--- src/rtl/core/graph_connectivity_table_macros.svh ---
// ----------------------------------------------------------------------------
// Graph connectivity table assertion macros
// Shared concurrent assertion forms for the graph connectivity table RTL.
// ----------------------------------------------------------------------------
`ifndef GRAPH_CONNECTIVITY_TABLE_MACROS_SVH
`define GRAPH_CONNECTIVITY_TABLE_MACROS_SVH
`ifndef SYNTHESIS
// The condition must never be true out of reset.
`define GCT_ASSERT_NEVER(lbl, clk_s, rstn_s, cond) \
  lbl: assert property (@(posedge clk_s) disable iff (!rstn_s) !(cond)) \
    else $error("gct: forbidden condition observed");
// The consequent must hold in the same cycle as the antecedent.
`define GCT_ASSERT_IMPL(lbl, clk_s, rstn_s, ante, cons) \
  lbl: assert property (@(posedge clk_s) disable iff (!rstn_s) (ante) |-> (cons)) \
    else $error("gct: same-cycle implication failed");
// The consequent must hold in the cycle after the antecedent.
`define GCT_ASSERT_NEXT(lbl, clk_s, rstn_s, ante, cons) \
  lbl: assert property (@(posedge clk_s) disable iff (!rstn_s) (ante) |=> (cons)) \
    else $error("gct: next-cycle implication failed");
`else
`define GCT_ASSERT_NEVER(lbl, clk_s, rstn_s, cond)
`define GCT_ASSERT_IMPL(lbl, clk_s, rstn_s, ante, cons)
`define GCT_ASSERT_NEXT(lbl, clk_s, rstn_s, ante, cons)
`endif
`endif

--- src/rtl/core/gct_pkg.sv ---
// ----------------------------------------------------------------------------
// Graph connectivity table package
// Sizes, request and status codes, controller states and shared helpers.
// ----------------------------------------------------------------------------
package gct_pkg;

  localparam int MAX_VERTICES = 16;
  localparam int SLOT_W       = $clog2(MAX_VERTICES);
  localparam int VCNT_W       = $clog2(MAX_VERTICES + 1);
  localparam int CNT_W        = 5;
  localparam int CNT_MAX      = 31;
  localparam int ID_W         = 32;
  localparam int REQ_W        = 3;
  localparam int STAT_W       = 3;
  localparam int IN_TDATA_W   = 2 * ID_W;
  localparam int IN_TUSER_W   = REQ_W;
  localparam int OUT_TDATA_W  = 16;
  localparam int OUT_PAD_W    = OUT_TDATA_W - (STAT_W + 2 * CNT_W + 1);

  typedef logic [MAX_VERTICES-1:0] vmask_t;

  typedef enum logic [REQ_W-1:0] {
    REQ_INS_VERTEX = 3'd0,
    REQ_DEL_VERTEX = 3'd1,
    REQ_INS_EDGE   = 3'd2,
    REQ_DEL_EDGE   = 3'd3,
    REQ_SEARCH     = 3'd4
  } req_t;

  typedef enum logic [STAT_W-1:0] {
    STAT_OK           = 3'd0,
    STAT_EXISTS       = 3'd1,
    STAT_MISSING      = 3'd2,
    STAT_EDGE_EXISTS  = 3'd3,
    STAT_EDGE_MISSING = 3'd4,
    STAT_FULL         = 3'd5
  } status_t;

  typedef enum logic [2:0] {
    S_IDLE,
    S_LOOKUP,
    S_EXEC,
    S_SEARCH,
    S_RESP
  } gct_state_t;

  // Controller to datapath commands.
  typedef struct packed {
    logic load_req;
    logic lookup;
    logic exec;
    logic step;
    logic load_out;
  } gct_cmd_t;

  // Datapath to controller status.
  typedef struct packed {
    logic search_go;
  } gct_sts_t;

  // Population count of a vertex mask, saturated to the result field.
  function automatic logic [CNT_W-1:0] popcount(vmask_t m);
    logic [VCNT_W-1:0] sum;
    sum = '0;
    for (int i = 0; i < MAX_VERTICES; i++) begin
      sum = sum + VCNT_W'(m[i]);
    end
    if (int'(sum) > CNT_MAX) begin
      return CNT_W'(CNT_MAX);
    end
    return CNT_W'(sum);
  endfunction

endpackage

--- src/rtl/core/graph_connectivity_table.sv ---
// ----------------------------------------------------------------------------
// Graph connectivity table
// Undirected graph store with vertex and edge updates and a reach search.
// ----------------------------------------------------------------------------
// The block keeps an undirected graph of up to MAX_VERTICES vertices, each
// named by a 32-bit identifier, and answers every request transfer with
// exactly one result transfer. A request inserts or removes a vertex (removal
// also drops its edges), inserts or removes an edge, or searches from a start
// vertex; the result carries a status code, the reached count, the number of
// stored vertices and a connected flag. Requests are handled one at a time:
// an update goes through the input transfer, the identifier lookup, the
// table update and the result load into the output register, and a search
// makes MAX_VERTICES reach passes between the table update and the result
// load, since the reach set grows by one pass over the adjacency matrix per
// clock. The next request is taken as soon as the result sits in the output
// register, even if the downstream side has not yet taken it; a result only
// waits in its last step when the output register still holds the previous
// result. No clearing pass is needed after reset.
module graph_connectivity_table
  import gct_pkg::*;
(
  input  logic                    clk,
  input  logic                    rst_n,
  // Request channel.
  input  logic                    in_tvalid,
  output logic                    in_tready,
  input  logic [IN_TDATA_W-1:0]   in_tdata,   // [31:0] vertex_a, [63:32] vertex_b
  input  logic [IN_TUSER_W-1:0]   in_tuser,   // [2:0] req_type
  // Result channel.
  output logic                    out_tvalid,
  input  logic                    out_tready,
  // [2:0] status, [7:3] reached_count, [12:8] total_count, [13] is_connected,
  // [15:14] zero
  output logic [OUT_TDATA_W-1:0]  out_tdata
);

  gct_cmd_t cmd;
  gct_sts_t sts;

  logic [STAT_W-1:0] status;
  logic [CNT_W-1:0]  reached_count;
  logic [CNT_W-1:0]  total_count;
  logic              is_connected;

  // The controller steps each request through its phases.
  gct_ctrl u_ctrl (
    .clk        (clk),
    .rst_n      (rst_n),
    .in_tvalid  (in_tvalid),
    .in_tready  (in_tready),
    .out_tvalid (out_tvalid),
    .out_tready (out_tready),
    .sts        (sts),
    .cmd        (cmd)
  );

  // The datapath holds the graph and the registered result fields.
  gct_dp u_dp (
    .clk               (clk),
    .rst_n             (rst_n),
    .cmd               (cmd),
    .sts               (sts),
    .in_req_type       (in_tuser[REQ_W-1:0]),
    .in_vertex_a       (signed'(in_tdata[ID_W-1:0])),
    .in_vertex_b       (signed'(in_tdata[2*ID_W-1:ID_W])),
    .out_status        (status),
    .out_reached_count (reached_count),
    .out_total_count   (total_count),
    .out_is_connected  (is_connected)
  );

  assign out_tdata = {{OUT_PAD_W{1'b0}}, is_connected, total_count, reached_count, status};

endmodule

--- src/rtl/core/gct_ctrl.sv ---
// ----------------------------------------------------------------------------
// Graph connectivity table controller
// Sequences lookup, update, reach passes and result handoff for each request.
// ----------------------------------------------------------------------------
`include "graph_connectivity_table_macros.svh"

module gct_ctrl
  import gct_pkg::*;
(
  input  logic      clk,
  input  logic      rst_n,
  input  logic      in_tvalid,
  output logic      in_tready,
  output logic      out_tvalid,
  input  logic      out_tready,
  input  gct_sts_t  sts,
  output gct_cmd_t  cmd
);

  localparam logic [SLOT_W-1:0] PASS_LAST = SLOT_W'(MAX_VERTICES - 1);

  gct_state_t        state_r, state_nxt;
  logic [SLOT_W-1:0] pass_cnt_r, pass_cnt_nxt;
  logic              out_valid_r, out_valid_nxt;
  logic              out_free;

  assign out_free = !out_valid_r || out_tready;

  // Next state.
  always_comb begin
    state_nxt = state_r;
    unique case (state_r)
      S_IDLE:   if (in_tvalid) state_nxt = S_LOOKUP;
      S_LOOKUP: state_nxt = S_EXEC;
      S_EXEC:   state_nxt = sts.search_go ? S_SEARCH : S_RESP;
      S_SEARCH: if (pass_cnt_r == PASS_LAST) state_nxt = S_RESP;
      S_RESP:   if (out_free) state_nxt = S_IDLE;
      default:  state_nxt = S_IDLE;
    endcase
  end

  // Outputs and commands.
  always_comb begin
    cmd       = '0;
    in_tready = 1'b0;
    unique case (state_r)
      S_IDLE: begin
        in_tready    = 1'b1;
        cmd.load_req = in_tvalid;
      end
      S_LOOKUP: cmd.lookup   = 1'b1;
      S_EXEC:   cmd.exec     = 1'b1;
      S_SEARCH: cmd.step     = 1'b1;
      S_RESP:   cmd.load_out = out_free;
      default: begin
        cmd       = '0;
        in_tready = 1'b0;
      end
    endcase
  end

  always_comb begin
    pass_cnt_nxt = pass_cnt_r;
    if (cmd.exec) begin
      pass_cnt_nxt = '0;
    end else if (cmd.step) begin
      pass_cnt_nxt = pass_cnt_r + 1'b1;
    end
  end

  always_comb begin
    out_valid_nxt = out_valid_r;
    if (cmd.load_out) begin
      out_valid_nxt = 1'b1;
    end else if (out_tready) begin
      out_valid_nxt = 1'b0;
    end
  end

  always_ff @(posedge clk) begin
    if (!rst_n) begin
      state_r     <= S_IDLE;
      pass_cnt_r  <= '0;
      out_valid_r <= 1'b0;
    end else begin
      state_r     <= state_nxt;
      pass_cnt_r  <= pass_cnt_nxt;
      out_valid_r <= out_valid_nxt;
    end
  end

  assign out_tvalid = out_valid_r;

  `GCT_ASSERT_NEXT(a_search_exit, clk, rst_n,
    state_r == S_SEARCH && pass_cnt_r == PASS_LAST, state_r == S_RESP)
  `GCT_ASSERT_IMPL(a_no_overwrite, clk, rst_n,
    out_valid_r && !out_tready, !cmd.load_out)
  `GCT_ASSERT_NEXT(a_load_sets_valid, clk, rst_n, cmd.load_out,
    out_tvalid && state_r == S_IDLE)

endmodule

--- src/rtl/core/gct_dp.sv ---
// ----------------------------------------------------------------------------
// Graph connectivity table datapath
// Vertex table, adjacency matrix, identifier lookup, reach set and result.
// ----------------------------------------------------------------------------
`include "graph_connectivity_table_macros.svh"

module gct_dp
  import gct_pkg::*;
(
  input  logic                    clk,
  input  logic                    rst_n,
  input  gct_cmd_t                cmd,
  output gct_sts_t                sts,
  input  logic [REQ_W-1:0]        in_req_type,
  input  logic signed [ID_W-1:0]  in_vertex_a,
  input  logic signed [ID_W-1:0]  in_vertex_b,
  output logic [STAT_W-1:0]       out_status,
  output logic [CNT_W-1:0]        out_reached_count,
  output logic [CNT_W-1:0]        out_total_count,
  output logic                    out_is_connected
);

  // Latched request.
  logic [REQ_W-1:0]  req_r;
  logic [ID_W-1:0]   ida_r, idb_r;

  // Lookup results.
  logic              hit_a_r, hit_b_r, free_ok_r;
  logic [SLOT_W-1:0] sa_r, sb_r, free_r;
  logic              hit_a_nxt, hit_b_nxt, free_ok_nxt;
  logic [SLOT_W-1:0] sa_nxt, sb_nxt, free_nxt;

  // Graph storage.
  vmask_t            valid_r, valid_nxt;
  logic [ID_W-1:0]   ident_r [MAX_VERTICES];
  vmask_t            adj_r [MAX_VERTICES];
  vmask_t            adj_nxt [MAX_VERTICES];
  logic              ident_we;

  // Search and result.
  vmask_t            reach_r, reach_nxt;
  logic              search_ok_r;
  logic [STAT_W-1:0] status_r, status_nxt;

  // Parallel identifier compare and lowest free slot.
  always_comb begin
    hit_a_nxt   = 1'b0;
    hit_b_nxt   = 1'b0;
    sa_nxt      = '0;
    sb_nxt      = '0;
    free_ok_nxt = 1'b0;
    free_nxt    = '0;
    for (int i = 0; i < MAX_VERTICES; i++) begin
      if (valid_r[i] && ident_r[i] == ida_r) begin
        hit_a_nxt = 1'b1;
        sa_nxt    = sa_nxt | SLOT_W'(i);
      end
      if (valid_r[i] && ident_r[i] == idb_r) begin
        hit_b_nxt = 1'b1;
        sb_nxt    = sb_nxt | SLOT_W'(i);
      end
    end
    for (int i = MAX_VERTICES - 1; i >= 0; i--) begin
      if (!valid_r[i]) begin
        free_ok_nxt = 1'b1;
        free_nxt    = SLOT_W'(i);
      end
    end
  end

  // Table update for the latched request.
  always_comb begin
    logic present;
    present    = adj_r[sa_r][sb_r];
    valid_nxt  = valid_r;
    adj_nxt    = adj_r;
    ident_we   = 1'b0;
    status_nxt = STAT_OK;
    unique case (req_r)
      REQ_INS_VERTEX: begin
        if (hit_a_r) begin
          status_nxt = STAT_EXISTS;
        end else if (!free_ok_r) begin
          status_nxt = STAT_FULL;
        end else begin
          ident_we         = 1'b1;
          valid_nxt[free_r] = 1'b1;
          adj_nxt[free_r]  = '0;
          for (int i = 0; i < MAX_VERTICES; i++) begin
            adj_nxt[i][free_r] = 1'b0;
          end
        end
      end
      REQ_DEL_VERTEX: begin
        if (!hit_a_r) begin
          status_nxt = STAT_MISSING;
        end else begin
          valid_nxt[sa_r] = 1'b0;
          adj_nxt[sa_r]   = '0;
          for (int i = 0; i < MAX_VERTICES; i++) begin
            adj_nxt[i][sa_r] = 1'b0;
          end
        end
      end
      REQ_INS_EDGE: begin
        if (!hit_a_r || !hit_b_r) begin
          status_nxt = STAT_MISSING;
        end else if (present) begin
          status_nxt = STAT_EDGE_EXISTS;
        end else begin
          adj_nxt[sa_r][sb_r] = 1'b1;
          adj_nxt[sb_r][sa_r] = 1'b1;
        end
      end
      REQ_DEL_EDGE: begin
        if (!hit_a_r || !hit_b_r) begin
          status_nxt = STAT_MISSING;
        end else if (!present) begin
          status_nxt = STAT_EDGE_MISSING;
        end else begin
          adj_nxt[sa_r][sb_r] = 1'b0;
          adj_nxt[sb_r][sa_r] = 1'b0;
        end
      end
      REQ_SEARCH: begin
        if (!hit_a_r) begin
          status_nxt = STAT_MISSING;
        end
      end
      default: status_nxt = STAT_OK;
    endcase
  end

  assign sts.search_go = (req_r == REQ_SEARCH) && hit_a_r;

  // One reach pass: every reached vertex adds its neighbors; exec seeds the start vertex.
  always_comb begin
    reach_nxt = reach_r;
    if (cmd.exec) begin
      reach_nxt = vmask_t'(1) << sa_r;
    end else begin
      for (int i = 0; i < MAX_VERTICES; i++) begin
        if (reach_r[i]) begin
          reach_nxt = reach_nxt | adj_r[i];
        end
      end
      reach_nxt = reach_nxt & valid_r;
    end
  end

  always_ff @(posedge clk) begin
    if (cmd.load_req) begin
      req_r <= in_req_type;
      ida_r <= unsigned'(in_vertex_a);
      idb_r <= unsigned'(in_vertex_b);
    end
    if (cmd.lookup) begin
      hit_a_r   <= hit_a_nxt;
      hit_b_r   <= hit_b_nxt;
      sa_r      <= sa_nxt;
      sb_r      <= sb_nxt;
      free_ok_r <= free_ok_nxt;
      free_r    <= free_nxt;
    end
    if (cmd.exec) begin
      status_r <= status_nxt;
    end
    if (cmd.exec || cmd.step) begin
      reach_r <= reach_nxt;
    end
    if (cmd.exec && ident_we) begin
      ident_r[free_r] <= ida_r;
    end
    if (cmd.load_out) begin
      out_status        <= status_r;
      out_reached_count <= search_ok_r ? popcount(reach_r) : '0;
      out_total_count   <= popcount(valid_r);
      out_is_connected  <= search_ok_r && (reach_r == valid_r);
    end
  end

  always_ff @(posedge clk) begin
    if (!rst_n) begin
      valid_r     <= '0;
      search_ok_r <= 1'b0;
      for (int i = 0; i < MAX_VERTICES; i++) begin
        adj_r[i] <= '0;
      end
    end else if (cmd.exec) begin
      valid_r     <= valid_nxt;
      search_ok_r <= sts.search_go;
      adj_r       <= adj_nxt;
    end
  end

  // Invariant checks on the stored graph.
  logic adj_asym, adj_orphan;

  always_comb begin
    adj_asym   = 1'b0;
    adj_orphan = 1'b0;
    for (int i = 0; i < MAX_VERTICES; i++) begin
      if (!valid_r[i] && adj_r[i] != '0) begin
        adj_orphan = 1'b1;
      end
      for (int j = 0; j < MAX_VERTICES; j++) begin
        if (adj_r[i][j] != adj_r[j][i]) begin
          adj_asym = 1'b1;
        end
      end
    end
  end

  `GCT_ASSERT_NEVER(a_adj_symmetric, clk, rst_n, adj_asym)
  `GCT_ASSERT_NEVER(a_adj_no_orphan, clk, rst_n, adj_orphan)
  `GCT_ASSERT_NEVER(a_reach_in_graph, clk, rst_n,
    search_ok_r && ((reach_r & ~valid_r) != '0))

endmodule

--- config.mk ---
export PLATFORM = sky130hd
export DESIGN_NAME = graph_connectivity_table
export DESIGN_NICKNAME = d
export VERILOG_FILES = /design/src/rtl/core/gct_pkg.sv /design/src/rtl/core/graph_connectivity_table.sv /design/src/rtl/core/gct_ctrl.sv /design/src/rtl/core/gct_dp.sv
export VERILOG_INCLUDE_DIRS = /design/src /design/src/rtl/core
export SDC_FILE = /design/constraint.sdc
export NUM_CORES = 2
export LEC_CHECK = 0
export ABC_CLOCK_PERIOD_IN_PS = 6400
export BUFFER_PORTS_ARGS = -buffer_cell sky130_fd_sc_hd__buf_4
export CAP_MARGIN = 10
export CORE_MARGIN = 3
export CORE_UTILIZATION = 40
export DETAILED_ROUTE_END_ITERATION = 8
export GPL_TIMING_DRIVEN = 1
export PLACE_DENSITY = 0.57
export REMOVE_ABC_BUFFERS = 1
export SLEW_MARGIN = 5
export SYNTH_ARGS = -nofsm -noshare
export SYNTH_HDL_FRONTEND = slang
export SYNTH_SLANG_ARGS = --single-unit
--- constraint.sdc ---
create_clock -name clk -period 6.4 [get_ports clk]
set_clock_uncertainty 0.15 [all_clocks]
set_input_delay 0.96 -clock clk [delete_from_list [all_inputs] [get_ports clk]]
set_output_delay 0.96 -clock clk [all_outputs]
set_load 0.02 [all_outputs]
==> results.md <==
* Worst setup SP type: flip-flop
* Commonest non-fill, non-tap cells in the layout: xnor2_1 (818), edfxtp_1 (627), buf_4 (302)
* Mean routed wirelength per cell at 36.5 um
* Drt total wl at 237000 um
* Yosys reg bits at 908
* Final worst path period need at 6.05 ns
* Rel. slew slack at 7.76%
* Met3 usage at 9.53%
* Type of the worst min-delay path: primary input to flip-flop
* Pleak at 17.7 nW
* Setup CP Type: flip-flop to flip-flop
* Cell Chain, Critical Path: buf_12 > mux4_2 > mux4_2 > o22ai_1 > nor3_1 > nor4_1 > buf_4 > nor3_1 > a221o_1 > or3_4 > buf_12 > or3_1 > a21oi_1
* Initial DRC count at 6899
* Total power at 14.6 mW
* Core area at 124000 um^2
* CTS tree: yes
* Setup WS pre-CTS at 0.586 ns
* CP max FO at 66
* Root buffer cell: clkbuf_16
* I/O Buffers at 86
* Met1 usage in global routing at 44.3%
* Status: completed
* Max-cap violations at 0
* Layer with the highest usage: met2
* Clk sinks at 908
* Cell row count at 129
* Gr ovfl total at 0
* Utilization after layout at 45.7%
* CP Data Required Time at 6.89 ns
* Largest net degree at the start of global routing at 122
* Area share of the largest cell type after synthesis at 37.3%
* Final hold violations at 0
* Effective utilization at floorplan at 40.5%
* Hold Buf Count CTS at 0
* Mapped Area at 50400 um^2
* Most common cell after layout, fill and taps aside: xnor2_1
* Die Width at 361 um
* Pwr/cell area at 256 nW/um^2
* F_max at 165 MHz
* Syn-to-layout area delta at 12.9%
* DRT Pass-1 Iters at 6
* Peak supply drop at 0.262 mV
* Async set-reset flop share out of synthesis at 0%
* Final GP Congestion at 1.04
* Depth of the CTS H-tree at 3
* Hpwl dp at 157000 um
* Initial antenna violation count at 9
* Cells resized by post-CTS repair at 0
* Worst Slack Setup Final at 0.345 ns
* Share of cells above drive strength 1 at 13.4%
* Critical path's slowest cell: edfxtp_1
* RSZ-0062 raised after global routing: false
* Die ar. at 130000 um^2
* I/O pin cnt at 89
* GR Util All Layers at 35.4%
* Synth cell types at 75
* Nets at 4856
* M2 GR Usage at 53.2%
* Arrival time of the worst setup path at 6.54 ns
* CTS buffer count at 104
* Worst-path clk slew at 0.06 ns
* Syn Inst Count at 4756
* Via count at 43270
* Sequential share of the synthesized area at 48.5%
* Prevailing post-synth register cell: edfxtp_1
* Synth area leaders: edfxtp_1 (37%), xnor2_1 (14%), dfxtp_1 (11%)
* Slowest Stage Delay on Critical Path at 0.86 ns
* Final period util at 94.6%
* Setup TNS Final at 0 ns
* Number of synthesized flops with an enable pin at 627
* WHS at 0.227 ns
* Vias in the first global route at 41546
* Ys Warns at 0
* Die Ht at 361 um
* Avg Cell Area, Syn at 10.6 um^2
* Postcts setup bufs at 0
* Final Slew Violations at 0
* Critical path endpoint category: flip-flop
* Via-to-Cell Ratio at 6.67
* Area leader, netlist: edfxtp_1
* Post-route ant nets at 0
* DR DRC count at 0
* Clk buf depth at 3
* Clock latency on the worst-skew pair at 0.76 ns
* Final Setup Violations at 0
* First-pass GRT wire length at 328000 um
* Slew of the pin with the lowest slew margin at 1.37 ns
-- synth_stat cells, types with 17 or more instances --
master,number
mux4_2,28
inv_1,84
a31o_2,50
o22ai_1,189
edfxtp_1,627
o21ai_0,147
o221a_2,32
nor3_1,84
nor2_1,150
a22oi_1,158
clkbuf_1,342
o211ai_1,44
and2_1,22
dfxtp_1,281
nand3_1,78
mux2i_1,80
buf_1,41
xnor2_1,818
nand2_1,286
nand4_1,242
a21oi_1,266
o41ai_1,17
nor2b_1,19
fa_1,20
or3_1,17
a221oi_1,41
o21a_1,22
or4_1,17
nor4_1,94
xor2_1,225
buf_2,23
-- per-stage QoR --
step           instances  cell area (um^2)
5_1_grt             6479             56900
3_5_place_dp        6283             53400
6_report            6483             56900
4_1_cts             6478             56900
3_3_place_gp        6283             53400
2_1_floorplan       4335             48700
-- worst max-delay path: cells and delay by family, from the launching register on --
| kind | cells | cell delay (ns) |
|---|---|---|
| buffers and inverters | 3 | 0.90 |
| multiplexers | 2 | 1.03 |
| AO/OA/AOI/OAI | 3 | 0.75 |
| flip-flops | 1 | 0.86 |
| AND/OR/NAND/NOR | 5 | 2.07 |
-- final timing paths --
path / start / end / slack (ns) / cells past startpoint
min: in_tdata[16] / u_dp.ida_r[16]$_DFFE_PP_ / 0.23 / 1
max reg2reg: u_dp.sa_r[0]$_SDFFCE_PP1P_ / u_dp.adj_r[115]$_SDFFE_PN0P_ / 0.35 / 13
min reg2reg: u_dp.status_r[2]$_DFFE_PP_ / u_dp.out_status[2]$_DFFE_PP_ / 0.27 / 0
max: u_dp.sa_r[0]$_SDFFCE_PP1P_ / u_dp.adj_r[115]$_SDFFE_PN0P_ / 0.35 / 13
-- cell type report --
class	instances	area [um^2]
fill	11570	67500
sequential	908	24500
multi-input combinational	3342	24200
clock buffer	136	2870
timing repair buffer	312	2450
tap	1637	2050
clock inverter	59	622
inverter	85	320
antenna	4	10.0
-- power breakdown --
group | total (mW) | leakage [nW] | internal, mW | switching [mW]
Combinational | 1.91 | 8.05 | 0.585 | 1.32
Clock | 6.16 | 1.68 | 3.49 | 2.67
Sequential | 6.51 | 7.95 | 6.35 | 0.157
Total | 14.6 | 17.7 | 10.4 | 4.15
-- registers in the layout, indices dropped and copies added, names as in the netlist, 4 cells and up --
signal,flops
u_ctrl.pass_cnt_r,4
u_dp.adj_r,256
u_dp.free_r,4
u_dp.ida_r,32
u_dp.idb_r,32
u_dp.ident_r,512
u_dp.out_reached_count,5
u_dp.out_total_count,5
u_dp.reach_r,16
u_dp.sa_r,4
u_dp.sb_r,4
u_dp.valid_r,16
-- cells by family after synthesis --
logic type	after synthesis	share of synthesized area, %
compound gates	1098	14.7
simple gates	1055	10.6
xor+xnor	1043	18.1
flops	908	48.5
buf+inv	507	4.01
mux	112	2.93
fa+ha+maj	32	1.09
other cells	1	0.00743
-- routing by layer --
layer | share of wire (%) | vias up
met5 | 0.016 | -
li1 | - | 17626
met2 | 43 | 3266
met1 | 37 | 21440
met4 | 8.5 | 6
met3 | 12 | 932
Power figures use the tool's default switching activity.
